===== src/rtl/cfcb_pkg.sv =====
// types, constants and crc helpers of the command frame builder
`timescale 1ns / 1ps

package cfcb_pkg;

  localparam int unsigned FRAME_LEN  = 14;
  localparam int unsigned CRC_COVER  = 10;
  localparam int unsigned PARAM_CNT  = 8;
  localparam int unsigned CRC_SHIFTS = 32;
  localparam int unsigned POS_W      = $clog2(FRAME_LEN);
  localparam int unsigned PIDX_W     = $clog2(PARAM_CNT);

  localparam logic [7:0]  START_BYTE = 8'hF5;
  localparam logic [31:0] CRC_POLY   = 32'h04C11DB7;
  localparam logic [31:0] CRC_INIT   = 32'hFFFFFFFF;
  localparam logic [31:0] CRC_TOP    = 32'h80000000;

  typedef logic [POS_W-1:0] pos_t;

  typedef struct packed {
    logic [7:0]                code;
    logic [PARAM_CNT-1:0][7:0] param;
  } cmd_t;

  // head of the command queue as seen by the back end
  typedef struct packed {
    logic valid;
    cmd_t cmd;
  } queue_t;

  typedef logic [31:0][31:0] crc_mat_t;

  // column j: the effect of register bit j after 32 shifts
  function automatic crc_mat_t crc_mat_f();
    crc_mat_t    m;
    logic [31:0] v;
    for (int j = 0; j < 32; j++) begin
      v = 32'(1) << j;
      for (int k = 0; k < CRC_SHIFTS; k++) begin
        if ((v & CRC_TOP) != 32'd0) begin
          v = (v << 1) ^ CRC_POLY;
        end else begin
          v = v << 1;
        end
      end
      m[j] = v;
    end
    return m;
  endfunction

  localparam crc_mat_t CRC_MAT = crc_mat_f();

  // one byte fed into the low bits, then 32 shifts as a single xor network
  function automatic logic [31:0] crc_word_step(logic [31:0] crc, logic [7:0] data);
    logic [31:0] r;
    logic [31:0] acc;
    r   = crc ^ {24'd0, data};
    acc = '0;
    for (int j = 0; j < 32; j++) begin
      if (r[j]) begin
        acc = acc ^ CRC_MAT[j];
      end
    end
    return acc;
  endfunction

endpackage


===== src/rtl/cfcb_if.sv =====
// handshake channels for commands in and frame bytes out
`timescale 1ns / 1ps

interface cfcb_cmd_if;
  logic       valid;
  logic       ready;
  logic [7:0] command_code;
  logic [7:0] param_0;
  logic [7:0] param_1;
  logic [7:0] param_2;
  logic [7:0] param_3;
  logic [7:0] param_4;
  logic [7:0] param_5;
  logic [7:0] param_6;
  logic [7:0] param_7;

  modport source (
    output valid, command_code, param_0, param_1, param_2, param_3,
           param_4, param_5, param_6, param_7,
    input  ready
  );
  modport sink (
    input  valid, command_code, param_0, param_1, param_2, param_3,
           param_4, param_5, param_6, param_7,
    output ready
  );
endinterface

interface cfcb_frame_if;
  logic       valid;
  logic       ready;
  logic [7:0] frame_byte;
  logic       last_byte;

  modport source (output valid, frame_byte, last_byte, input ready);
  modport sink (input valid, frame_byte, last_byte, output ready);
endinterface


===== src/rtl/cfcb_front.sv =====
// front end: takes command items and holds them in a two-entry queue
`timescale 1ns / 1ps

module cfcb_front (
  input  logic                clk_i,
  input  logic                rst_ni,
  cfcb_cmd_if.sink            cmd_i,
  output cfcb_pkg::queue_t    q_o,
  input  logic                pop_i
);

  cfcb_pkg::cmd_t mem_q [2];
  cfcb_pkg::cmd_t cmd_in;
  logic           wr_ptr_q, wr_ptr_d;
  logic           rd_ptr_q, rd_ptr_d;
  logic [1:0]     count_q, count_d;
  logic           push;
  logic           pop;

  // gather the fields into one command word
  always_comb begin
    cmd_in.code     = cmd_i.command_code;
    cmd_in.param[0] = cmd_i.param_0;
    cmd_in.param[1] = cmd_i.param_1;
    cmd_in.param[2] = cmd_i.param_2;
    cmd_in.param[3] = cmd_i.param_3;
    cmd_in.param[4] = cmd_i.param_4;
    cmd_in.param[5] = cmd_i.param_5;
    cmd_in.param[6] = cmd_i.param_6;
    cmd_in.param[7] = cmd_i.param_7;
  end

  assign cmd_i.ready = (count_q != 2'd2);
  assign push        = cmd_i.valid && cmd_i.ready;
  assign pop         = pop_i && (count_q != 2'd0);

  // queue pointers and fill level
  always_comb begin
    wr_ptr_d = push ? ~wr_ptr_q : wr_ptr_q;
    rd_ptr_d = pop ? ~rd_ptr_q : rd_ptr_q;
    count_d  = count_q + {1'b0, push} - {1'b0, pop};
  end

  always_ff @(posedge clk_i or negedge rst_ni) begin
    if (!rst_ni) begin
      wr_ptr_q <= 1'b0;
      rd_ptr_q <= 1'b0;
      count_q  <= 2'd0;
    end else begin
      wr_ptr_q <= wr_ptr_d;
      rd_ptr_q <= rd_ptr_d;
      count_q  <= count_d;
    end
  end

  // queue storage
  always_ff @(posedge clk_i) begin
    if (push) begin
      mem_q[wr_ptr_q] <= cmd_in;
    end
  end

  assign q_o.valid = (count_q != 2'd0);
  assign q_o.cmd   = mem_q[rd_ptr_q];

endmodule


===== src/rtl/cfcb_back.sv =====
// back end: serializes one frame and folds bytes 0 to 9 into the crc as they leave
`timescale 1ns / 1ps

module cfcb_back (
  input  logic                clk_i,
  input  logic                rst_ni,
  input  cfcb_pkg::queue_t    q_i,
  output logic                pop_o,
  cfcb_frame_if.source        frame_o
);

  logic                        busy_q, busy_d;
  cfcb_pkg::pos_t              pos_q, pos_d;
  cfcb_pkg::cmd_t              cmd_q;
  logic [31:0]                 crc_q;
  logic [7:0]                  byte_out;
  logic [cfcb_pkg::PIDX_W-1:0] pidx;
  logic [1:0]                  crc_sel;
  logic                        fire;
  logic                        last;
  logic                        load;

  assign pidx    = cfcb_pkg::PIDX_W'(pos_q - cfcb_pkg::pos_t'(2));
  assign crc_sel = 2'(pos_q - cfcb_pkg::pos_t'(cfcb_pkg::CRC_COVER));

  // byte at the current frame position
  always_comb begin
    if (pos_q == cfcb_pkg::pos_t'(0)) begin
      byte_out = cfcb_pkg::START_BYTE;
    end else if (pos_q == cfcb_pkg::pos_t'(1)) begin
      byte_out = cmd_q.code;
    end else if (pos_q < cfcb_pkg::pos_t'(cfcb_pkg::CRC_COVER)) begin
      byte_out = cmd_q.param[pidx];
    end else begin
      byte_out = crc_q[{crc_sel, 3'b000} +: 8];
    end
  end

  assign last  = (pos_q == cfcb_pkg::pos_t'(cfcb_pkg::FRAME_LEN - 1));
  assign fire  = busy_q && frame_o.ready;
  assign load  = q_i.valid && (!busy_q || (fire && last));
  assign pop_o = load;

  // frame position and busy flag
  always_comb begin
    busy_d = busy_q;
    pos_d  = pos_q;
    if (load) begin
      busy_d = 1'b1;
      pos_d  = '0;
    end else if (fire) begin
      if (last) begin
        busy_d = 1'b0;
        pos_d  = '0;
      end else begin
        pos_d = pos_q + cfcb_pkg::pos_t'(1);
      end
    end
  end

  always_ff @(posedge clk_i or negedge rst_ni) begin
    if (!rst_ni) begin
      busy_q <= 1'b0;
      pos_q  <= '0;
    end else begin
      busy_q <= busy_d;
      pos_q  <= pos_d;
    end
  end

  // command word and running crc
  always_ff @(posedge clk_i) begin
    if (load) begin
      cmd_q <= q_i.cmd;
      crc_q <= cfcb_pkg::CRC_INIT;
    end else if (fire && (pos_q < cfcb_pkg::pos_t'(cfcb_pkg::CRC_COVER))) begin
      crc_q <= cfcb_pkg::crc_word_step(crc_q, byte_out);
    end
  end

  assign frame_o.valid      = busy_q;
  assign frame_o.frame_byte = byte_out;
  assign frame_o.last_byte  = last;

endmodule


===== src/rtl/command_frame_crc32_builder_core.sv =====
// Command frame builder with CRC-32 trailer.
//
// cmd_i takes one command item: a command code and eight parameter bytes.
// frame_o gives the 14-byte frame one byte per item: start byte 0xF5, the
// command code, the eight parameters, then the CRC-32 (poly 0x04C11DB7,
// init all ones, no final xor, word-fed) low byte first. last_byte marks
// byte 13.
// When the output side is free, an accepted command is written into the
// queue and then loaded from it into the back end, which then presents the
// first byte of its frame.
// Throughput: one frame byte per cycle while frame_o.ready is high; the
// single byte output port sets this. The crc folds bytes 0 to 9 as they
// leave through a constant xor network, so bytes 10 to 13 follow with no gap.
// A two-entry queue sits between the front and the back end: commands are
// taken while a frame is still being sent, and cmd_i.ready falls only when
// the queue is full.
// When frame_o.ready is low the current byte holds and the crc pauses.
// Reset empties the queue and drops any frame in flight.
`timescale 1ns / 1ps

module command_frame_crc32_builder_core (
  input  logic          clk_i,
  input  logic          rst_ni,
  cfcb_cmd_if.sink      cmd_i,
  cfcb_frame_if.source  frame_o
);

  cfcb_pkg::queue_t q;
  logic             pop;

  // accept and queue commands
  cfcb_front u_front (
    .clk_i  (clk_i),
    .rst_ni (rst_ni),
    .cmd_i  (cmd_i),
    .q_o    (q),
    .pop_i  (pop)
  );

  // build and send frames
  cfcb_back u_back (
    .clk_i   (clk_i),
    .rst_ni  (rst_ni),
    .q_i     (q),
    .pop_o   (pop),
    .frame_o (frame_o)
  );

endmodule


===== src/flat_wrapper.sv =====
// flat-port wrapper written by rule: the top's interface ports become plain ports
module command_frame_crc32_builder_core_flat 
  (clk_i, rst_ni, cmd_i_valid, cmd_i_command_code, cmd_i_param_0, cmd_i_param_1, cmd_i_param_2, cmd_i_param_3, cmd_i_param_4, cmd_i_param_5, cmd_i_param_6, cmd_i_param_7, cmd_i_ready, frame_o_valid, frame_o_frame_byte, frame_o_last_byte, frame_o_ready);
  cfcb_cmd_if cmd_i_i ();
  cfcb_frame_if frame_o_i ();
  input  logic clk_i;
  input  logic rst_ni;
  input wire logic [$bits(cmd_i_i.valid)-1:0] cmd_i_valid;
  input wire logic [$bits(cmd_i_i.command_code)-1:0] cmd_i_command_code;
  input wire logic [$bits(cmd_i_i.param_0)-1:0] cmd_i_param_0;
  input wire logic [$bits(cmd_i_i.param_1)-1:0] cmd_i_param_1;
  input wire logic [$bits(cmd_i_i.param_2)-1:0] cmd_i_param_2;
  input wire logic [$bits(cmd_i_i.param_3)-1:0] cmd_i_param_3;
  input wire logic [$bits(cmd_i_i.param_4)-1:0] cmd_i_param_4;
  input wire logic [$bits(cmd_i_i.param_5)-1:0] cmd_i_param_5;
  input wire logic [$bits(cmd_i_i.param_6)-1:0] cmd_i_param_6;
  input wire logic [$bits(cmd_i_i.param_7)-1:0] cmd_i_param_7;
  output wire logic [$bits(cmd_i_i.ready)-1:0] cmd_i_ready;
  output wire logic [$bits(frame_o_i.valid)-1:0] frame_o_valid;
  output wire logic [$bits(frame_o_i.frame_byte)-1:0] frame_o_frame_byte;
  output wire logic [$bits(frame_o_i.last_byte)-1:0] frame_o_last_byte;
  input wire logic [$bits(frame_o_i.ready)-1:0] frame_o_ready;
  assign cmd_i_i.valid = cmd_i_valid;
  assign cmd_i_i.command_code = cmd_i_command_code;
  assign cmd_i_i.param_0 = cmd_i_param_0;
  assign cmd_i_i.param_1 = cmd_i_param_1;
  assign cmd_i_i.param_2 = cmd_i_param_2;
  assign cmd_i_i.param_3 = cmd_i_param_3;
  assign cmd_i_i.param_4 = cmd_i_param_4;
  assign cmd_i_i.param_5 = cmd_i_param_5;
  assign cmd_i_i.param_6 = cmd_i_param_6;
  assign cmd_i_i.param_7 = cmd_i_param_7;
  assign cmd_i_ready = cmd_i_i.ready;
  assign frame_o_valid = frame_o_i.valid;
  assign frame_o_frame_byte = frame_o_i.frame_byte;
  assign frame_o_last_byte = frame_o_i.last_byte;
  assign frame_o_i.ready = frame_o_ready;
  command_frame_crc32_builder_core u_core (.clk_i(clk_i), .rst_ni(rst_ni), .cmd_i(cmd_i_i), .frame_o(frame_o_i));
endmodule

===== config.mk =====
export PLATFORM = sky130hd
export DESIGN_NAME = command_frame_crc32_builder_core_flat
export DESIGN_NICKNAME = d
export VERILOG_FILES = /design/src/rtl/cfcb_pkg.sv /design/src/rtl/cfcb_if.sv /design/src/rtl/cfcb_front.sv /design/src/rtl/cfcb_back.sv /design/src/rtl/command_frame_crc32_builder_core.sv /design/src/flat_wrapper.sv
export SDC_FILE = /design/constraint.sdc
export NUM_CORES = 1
export LEC_CHECK = 0
export BUFFER_PORTS_ARGS = -buffer_cell sky130_fd_sc_hd__buf_2
export CORE_AREA = 2 2 132 185
export CTS_CLUSTER_SIZE = 30
export DETAILED_ROUTE_END_ITERATION = 16
export DIE_AREA = 0 0 134 187
export PLACE_DENSITY = 0.85
export SLEW_MARGIN = 5
export SYNTH_ARGS = -nofsm -noshare
export SYNTH_HDL_FRONTEND = slang
export SYNTH_SLANG_ARGS = --single-unit

===== constraint.sdc =====
create_clock -name clk_i -period 4.4 [get_ports clk_i]
set_input_delay 0 -clock clk_i [delete_from_list [all_inputs] [get_ports clk_i]]
set_output_delay 0 -clock clk_i [all_outputs]
set_load 0.03 [all_outputs]

After elaboration in Yosys (flattened, before gate mapping). Memory sizes are Yosys's and may differ from the RTL's. A register that Yosys moved wholly into a read port is not among the register bits. Cells that the tools add are included.

Latch bits: 0. Input bits: 76. Bits in writable memories: 144. Register bits after elaboration: 41. Word-level logic and storage cells: 172. Output and inout port bits: 11. Memories kept: 1. ROM bits: 0.

Memory list: u_core.u_front.mem_q (depth 2, bits a word 72, rd ports 1, clocked after memory_dff 1, write ports 1, line cfcb_front.sv:12) `cfcb_pkg::cmd_t mem_q [2];`.

Mux-type cells: 107. $mul: 0. Div/mod/pow operators: 0. Bitwise logic cells: 34. Shift operators: 1. Magnitude comparators: 2. Reduce and logical (&&, ||, !) cells: 13. Add/sub/neg operators: 5. Eq/ne operators: 3.

Operators by type and width (count): 32-bit 2-to-1 mux (75); 31-bit 2-to-1 mux (6); 30-bit 2-to-1 mux (4); 13-bit NOT (9); 29-bit 2-to-1 mux (3); 14-bit NOT (5); 15-bit NOT (4); 28-bit 2-to-1 mux (2); 27-bit 2-to-1 mux (2); 12-bit NOT (4); 16-bit NOT (3); 18-bit NOT (2); 8-bit 2-to-1 mux (4); 32-bit by 6-bit variable part select with 8-bit output (1); 32-bit by 8-bit XOR with 32-bit output (1); 26-bit 2-to-1 mux (1); 25-bit 2-to-1 mux (1); 8-bit binary-select mux with 3-bit select (1); 11-bit NOT (2); 20-bit NOT (1); 17-bit NOT (1); 4-bit 2-to-1 mux (3); 1-bit logical AND (6); 2-bit nonzero test (3); 16 further kinds (21).

Depth between registers and ports, before layout. Gate-level depths: netlist of the first run.

Depth after elaboration: 132. Gate-level depth with buffers: 13. Mapped depth without buffers: 10.

Hierarchy. Synthesis of the first run repeated with hierarchy kept, for this count alone.

Cells, all modules: 896. Area, all modules: 13168.9 µm².

By module, submodules not included: cfcb_back (sequential area each 2927.8 µm², instances 1, area an instance 7424.6 µm², cells each 655); cfcb_front (sequential area each 4424.2 µm², instances 1, area an instance 5744.3 µm², cells each 241).

Worst setup path after synthesis of the first run. OpenSTA, ideal clock, no wires.

Path type: flip-flop to flip-flop. Start point: register u_core.u_back.pos_q[1]. End point: register u_core.u_front.count_q[1]. Setup time: 0.080 ns. Buffers on the path: 3. Required time: 4.320 ns. Period minus slack after synthesis: 4.654 ns. Arrival: 4.574 ns. Stages on the path, launching flop included: 13. Path slack: -0.254 ns. Path through: dfrtp_1 -> buf_4 -> buf_2 -> nand3b_1 -> o21ai_0 -> o21ai_0 -> inv_1 -> clkbuf_1 -> ha_1 -> inv_1 -> ha_1 -> xnor2_1 -> xnor2_1.

Cells in the longest elaborated chain, start to end: 6.

Ends and longest elaborated chain: start: declaration (line cfcb_back.sv:13) `cfcb_pkg::pos_t pos_q, pos_d;`; start signal: assignment (line cfcb_back.sv:67) `pos_q <= pos_d;`; 4-bit equality test (line cfcb_back.sv:39) `assign last = (pos_q == cfcb_pkg::pos_t'(cfcb_pkg::FRAME_LEN - 1));`; 1-bit logical AND (line cfcb_back.sv:41) `assign load = q_i.valid && (!busy_q || (fire && last));`; 1-bit logical OR (line cfcb_back.sv:41); 1-bit logical AND (line cfcb_back.sv:41); via u_core.pop (line command_frame_crc32_builder_core.sv:29) `logic pop;`; 1-bit logical AND (line cfcb_front.sv:35) `assign pop = pop_i && (count_q != 2'd0);`; 2-bit by 1-bit subtractor with 2-bit output (line cfcb_front.sv:41) `count_d = count_q + {1'b0, push} - {1'b0, pop};`; via u_core.u_front.count_d[1] (line cfcb_front.sv:16) `logic [1:0] count_q, count_d;`; end signal: assignment (line cfcb_front.sv:52) `count_q <= count_d;`; end: declaration (line cfcb_front.sv:16).

The timed path passes the listed nets, and every way through them passes these cells. A chain may end at the register's enable or synchronous reset.

Final worst setup path of the first run.
Start point: register u_core.u_back.pos_q[2]. End point: register u_core.u_back.crc_q[5].

Cells in the longest elaborated chain, start to end: 115. Elaborated cells on any way between the ends: 123. Those cells by class: 1 x add/sub; 1 x order compare; 2 x eq/ne; 99 x mux; 15 x bitwise; 5 x reduce/logical.

Ends and longest elaborated chain: 3-bit by 2-bit subtractor with 3-bit output (line cfcb_back.sv:23) `assign pidx = cfcb_pkg::PIDX_W'(pos_q - cfcb_pkg::pos_t'(2));`; 8-bit binary-select mux with 3-bit select (line cfcb_back.sv:33) `byte_out = cmd_q.param[pidx];`; 8-bit 2-to-1 mux (not written as such) (line cfcb_back.sv:33); 8-bit 2-to-1 mux (line cfcb_back.sv:32) `end else if (pos_q < cfcb_pkg::pos_t'(cfcb_pkg::CRC_COVER)) begin`; 8-bit 2-to-1 mux (line cfcb_back.sv:30) `end else if (pos_q == cfcb_pkg::pos_t'(1)) begin`; 8-bit 2-to-1 mux (line cfcb_back.sv:28) `if (pos_q == cfcb_pkg::pos_t'(0)) begin`; 32-bit by 8-bit XOR with 32-bit output (line cfcb_pkg.sv:57) `r = crc ^ {24'd0, data};`; 27-bit 2-to-1 mux (line cfcb_pkg.sv:60) `if (r[j]) begin`; [99 not listed]; 18-bit NOT (no source line); 32-bit 2-to-1 mux (line cfcb_pkg.sv:60); 32-bit 2-to-1 mux (line cfcb_back.sv:76) `end else if (fire && (pos_q < cfcb_pkg::pos_t'(cfcb_pkg::CRC_COVER))) begin`; 32-bit 2-to-1 mux (line cfcb_back.sv:73) `if (load) begin`; 32-bit 2-to-1 mux (line cfcb_pkg.sv:60); 32-bit 2-to-1 mux (line cfcb_back.sv:76); 32-bit 2-to-1 mux (line cfcb_back.sv:73); 32-bit 2-to-1 mux (line cfcb_pkg.sv:60); end signal: assignment (line cfcb_back.sv:75) `crc_q <= cfcb_pkg::CRC_INIT;`; end signal: assignment (line cfcb_back.sv:77) `crc_q <= cfcb_pkg::crc_word_step(crc_q, byte_out);`; end: declaration (line cfcb_back.sv:15) `logic [31:0] crc_q;`.

Several ways; a longest one is shown, not always the timed one. The select of a mux whose other input is x is not followed.

==> qor.txt, run 1 <==
Initial Util = 53.80%
Root Buffer = clkbuf_16
setup TNS = 0 ps
ANT nets after route = 0
Seq/Total Area, Yosys = 58.02%
Slew Viols, Final = 0
initial antenna violation count = 0
die height = 187 um
First-pass DRT Iterations = 5
clock skew = 15.79 ps
Gate Count Post-Synth = 851
final wirelength = 30,790 um
die width = 134 um
TritonCTS clock tree = built
most area-consuming cells after synthesis = edfxtp_1 (51%), xnor2_1 (11%), mux2_2 (6.9%), dfxtp_1 (5.1%), xnor3_1 (3.9%)
asr flop ratio synth = 3.502%
io pins = 87
Area Overhead vs Synth = 17.78%
# diodes = 0
post-synthesis sequential element count = 257
RePlAce Congestion = 0.9962
H-tree depth = 1
drt drc = 0
Via Count = 7,393
clock buffer depth = 3
ys flop type = edfxtp_1
count of flip-flops with a built-in enable after synthesis = 216
Hold WC Path Type = in -> reg
crit share post-route = 88.02%
Final Hold Viols = 0
syn_nets = 930
most common cell in the synthesized netlist = edfxtp_1
Period minus WS final = 3873 ps
CTS resizes = 0
run status = completed
Syn. warnings = 0
worst setup path class = reg -> reg
achievable frequency = 0.2582 GHz
clk_lat worst skew = 530 ps
Metal-1 WL = 10,960 um
Max FO, Critical Path = 12
# fillers = 1,652
Max Cap Violations = 0
Worst Tran Pin Value = 1124 ps
average size of a mapped cell = 14.89 um^2
synthesized cell area = 12,670 um^2
Vias/cell = 5.567
remaining global-route overflow = 0
routed len/inst = 23.18 um
clk slew on worst S/H paths = 70 ps
GRT Total Usage = 24.84%
Final nets = 1,079
final setup fails = 0
CP arrival = 4330 ps
share of the synthesized area in the top cell type = 51.18%
DR WL met3 = 1443 um
post-cts hold buffer count = 76
Netlist cell types = 63
PortBufs = 86
vias in the first global route = 7,897
max_slew headroom = 24.88%
RSZ-0062 raised after global routing = no
layout cells sized above 1 = 25.64%
top routing layer in use = met4
largest net degree at the start of global routing = 74
post-CTS setup buffer count = 0
1st-iter DRT viols = 599
startpoint types = register
CP Data Required Time = 4860 ps
Crit. End Element = register
most frequent cells after synthesis = edfxtp_1 (216), xnor2_1 (155), mux2_2 (78)
Rows = 67
first-pass GRT wire length = 46,650 um
clock sinks = 257
met2 WL = 16,930 um
hpwl dp = 20,080 um
Num CTS Buffers = 24
full die area = 25,060 um^2
post-synth top area cell = edfxtp_1
CORE AREA = 23,560 um^2
## critical path, stage by stage (launching register included)
cell      delay (ps)
dfrtp_1          510
ha_1             590
buf_4            280
nor2b_1          240
a22oi_1          140
o22ai_1          230
a211oi_2         160
xnor2_2          520
xnor3_2          420
xnor2_4          260
xnor3_1          340
o21ai_1          120
## metrics by stage
stage | setup slack [ps] | area (um^2) | std cells | utilization [%] | hold WS, ps
CTS | 525.7 | 14930 | 1328 | 63.36 | 188.5
detailed placement | 555.5 | 13350 | 1208 | 56.69 | -126.5
finish | 527.0 | 14930 | 1328 | 63.36 | 196.6
global route | 329.5 | 14930 | 1328 | 63.36 | 194.6
floorplan | 2.880 | 12670 | 851 | - | -295.6
global placement | 635.9 | 13350 | 1208 | 56.69 | -131.5
## sequential cells by signal, summed over array words and instances (netlist names)
register	cells
u_core.u_back.frame_o.valid	1
u_core.u_front.mem_q	144
u_core.u_front.rd_ptr_q	1
u_core.u_front.wr_ptr_q	1
u_core.u_back.crc_q	32
u_core.u_back.cmd_q	72
u_core.u_back.pos_q	4
u_core.u_front.count_q	2
## cells in the final DEF, fill, tap and decap left out, drive strengths merged, types with 12 or more instances in the layout
cell type      n
nand3         14
inv           12
xnor3         24
edfxtp       216
dfxtp         32
nor2          25
mux2i         23
nand2         30
buf          104
a21oi         24
o21ai         20
xor2          41
xnor2        163
dlygate4sd3   76
o211ai        12
mux2          81
clkbuf        36
## final timing paths
kind                       depth (start not counted)                          end  slack [ps]                        start
max reg2reg                                       11       u_core.u_back.crc_q[5]         530       u_core.u_back.pos_q[2]
min reg2reg                                        1      u_core.u_back.cmd_q[21]         540  u_core.u_front.mem_q[1][21]
min in group asynchronous                          3      u_core.u_front.wr_ptr_q         500                       rst_ni
max in group asynchronous                          3      u_core.u_front.rd_ptr_q        3560                       rst_ni
min                                                2  u_core.u_front.mem_q[0][23]         200             cmd_i_param_2[7]
max                                               11       u_core.u_back.crc_q[5]         530       u_core.u_back.pos_q[2]
## cells by family after synthesis
group / synth area share, %
flops: 58.02
xor+xnor: 20.19
mux: 10.29
simple gates: 3.327
compound gates: 5.312
buf+inv: 2.567
fa+ha+maj: 0.2962
## layer usage
layer	vias to the layer above	track usage, %
met5	-	0
met4	0	10.68
met3	90	2.846
met2	295	46.63
met1	3637	28.13
li1	3371	-
## layout make-up
cell class | instances | area (um^2) | area share, %
Sequential cell | 257 | 7355 | 49.27
Multi-Input combinational cell | 526 | 5004 | 33.52
Timing Repair Buffer | 180 | 1326 | 8.886
Clock buffer | 36 | 726.9 | 4.870
Tap cell | 310 | 387.9 | 2.599
Clock inverter | 8 | 83.83 | 0.5617
Inverter | 11 | 42.54 | 0.2850
Power of run 1 is not shown: default switching activity piles up to over one toggle a cycle in this logic, so the estimate is an artifact.
==> inputs of run 2 (changes only) <==
==> constraint.sdc (replaced) <==
create_clock -name clk_i -period 4.4 [get_ports clk_i]
set_input_delay 0 -clock clk_i [delete_from_list [all_inputs] [get_ports clk_i]]
set_output_delay 0 -clock clk_i [all_outputs]
set_load 0.05 [all_outputs]
==> qor.txt, run 2 (synthesized netlist as in run 1, its figures left out) <==
run status = completed
die height = 187 um
final wirelength = 30,490 um
initial antenna violation count = 0
H-tree depth = 1
Via Count = 7,431
WHS Endpoint = u_core.u_front.mem_q[0][47]
io pins = 87
1st-iter DRT viols = 532
Root Buffer = clkbuf_16
clk_lat worst skew = 530 ps
clock buffer depth = 3
Hold WC Path Type = in -> reg
full die area = 25,060 um^2
First-pass DRT Iterations = 5
hpwl dp = 19,850 um
GRT Total Usage = 24.88%
Rows = 67
first-pass GRT wire length = 46,610 um
hold path depth = 2
CP Data Required Time = 4870 ps
Biggest register = u_core.u_front.mem_q
remaining global-route overflow = 0
die width = 134 um
Crit. End Element = register
Area Overhead vs Synth = 18.79%
Num CTS Buffers = 25
Top Registers = u_core.u_front.mem_q (144), u_core.u_back.cmd_q (72), u_core.u_back.crc_q (32)
max_slew headroom = 42.34%
RePlAce Congestion = 0.9399
RR Startpoint = u_core.u_back.pos_q[2]
Reg2Reg Setup Slack = 470 ps
largest net degree at the start of global routing = 59
Initial Util = 53.80%
crit share post-route = 89.40%
worst hold path startpoint = cmd_i_param_5[7]
startpoint types = register
ANT nets after route = 0
Slew Viols, Final = 0
vias in the first global route = 7,923
reg2reg path depth = 11
Final Hold Viols = 0
TritonCTS clock tree = built
Max FO, Critical Path = 11
Worst Tran Pin Value = 862.5 ps
routed len/inst = 22.87 um
layout cells sized above 1 = 26.30%
worst reg2reg path endpoint = u_core.u_back.crc_q[12]
Period minus WS final = 3934 ps
clk slew on worst S/H paths = 80 ps
clock sinks = 257
most frequent cells in the layout = edfxtp_1 (216), xnor2_1 (155), buf_2 (86), mux2_2 (78), dlygate4sd3_1 (76)
# diodes = 0
worst setup path class = reg -> reg
final setup fails = 0
clock skew = 13.27 ps
achievable frequency = 0.2542 GHz
PortBufs = 86
commonest non-fill, non-tap cell in the layout = edfxtp_1
Final nets = 1,084
CP arrival = 4400 ps
max FFs per register = 144
setup TNS = 0 ps
CORE AREA = 23,560 um^2
Max Cap Violations = 0
# fillers = 1,615
drt drc = 0
Vias/cell = 5.575
RSZ-0062 raised after global routing = no
## run 2: what timing repair did
action,CTS,global route
hold buffers,76,0
gates resized for setup,0,0
setup buffers,0,0
endpoints found under the hold margin,157,0
## run 2: metal layers
layer	routed length (um)	vias to the layer above	track usage [%]	share of wire, %
li1	-	3380	-	-
met1	10990	3706	27.62	36
met2	16710	260	47.06	55
met3	1256	85	3.062	4.1
met4	1531	0	10.88	5.0
met5	0	-	0	0
## run 2: critical path, cell delays in order, from the launching register on
cell and delay [ps]:
dfrtp_1 510, ha_1 620, buf_4 240, mux2i_1 110
a21oi_1 160, o221ai_1 260, a22oi_4 350, xnor3_2 590
xnor2_4 260, xnor3_1 370, or3_1 320, nand3_1 90
## run 2: final cells by class
cell class / instances / area (um^2) / share of cell area (%)
sequential: 257 / 7355 / 48.86
multi-input combinational: 526 / 5004 / 33.24
timing repair buffer: 184 / 1356 / 9.010
clock buffer: 27 / 633.1 / 4.206
tap: 310 / 387.9 / 2.577
clock inverter: 18 / 275.3 / 1.829
inverter: 11 / 42.54 / 0.2826
## run 2: worst max path at each step
stage / from / end / slack [ps] / depth (start not counted)
after global placement: u_core.u_back.pos_q[2] / u_core.u_back.crc_q[12] / 600 / 11
after global routing: u_core.u_back.pos_q[2] / u_core.u_back.crc_q[28] / 270 / 10
final: u_core.u_back.pos_q[2] / u_core.u_back.crc_q[12] / 470 / 11
after detailed placement: u_core.u_back.pos_q[2] / u_core.u_back.crc_q[12] / 500 / 11
after floorplan: u_core.u_back.pos_q[1] / u_core.u_back.crc_q[12] / 770 / 11
after CTS: u_core.u_back.pos_q[2] / u_core.u_back.crc_q[12] / 460 / 11
## run 2: per-stage QoR
step | hold slack (ps) | util, % | cell area [um^2] | setup slack [ps] | cells
2_1_floorplan | -295.6 | - | 12680 | 771.5 | 851
3_3_place_gp | -131.5 | 56.82 | 13380 | 595.9 | 1212
3_5_place_dp | -128.1 | 56.82 | 13380 | 501.2 | 1212
4_1_cts | 185.5 | 63.90 | 15050 | 464.6 | 1333
5_1_grt | 197.2 | 63.90 | 15050 | 272.4 | 1333
6_report | 197.8 | 63.90 | 15050 | 466.5 | 1333
Power of run 2 is left out for the same reason.
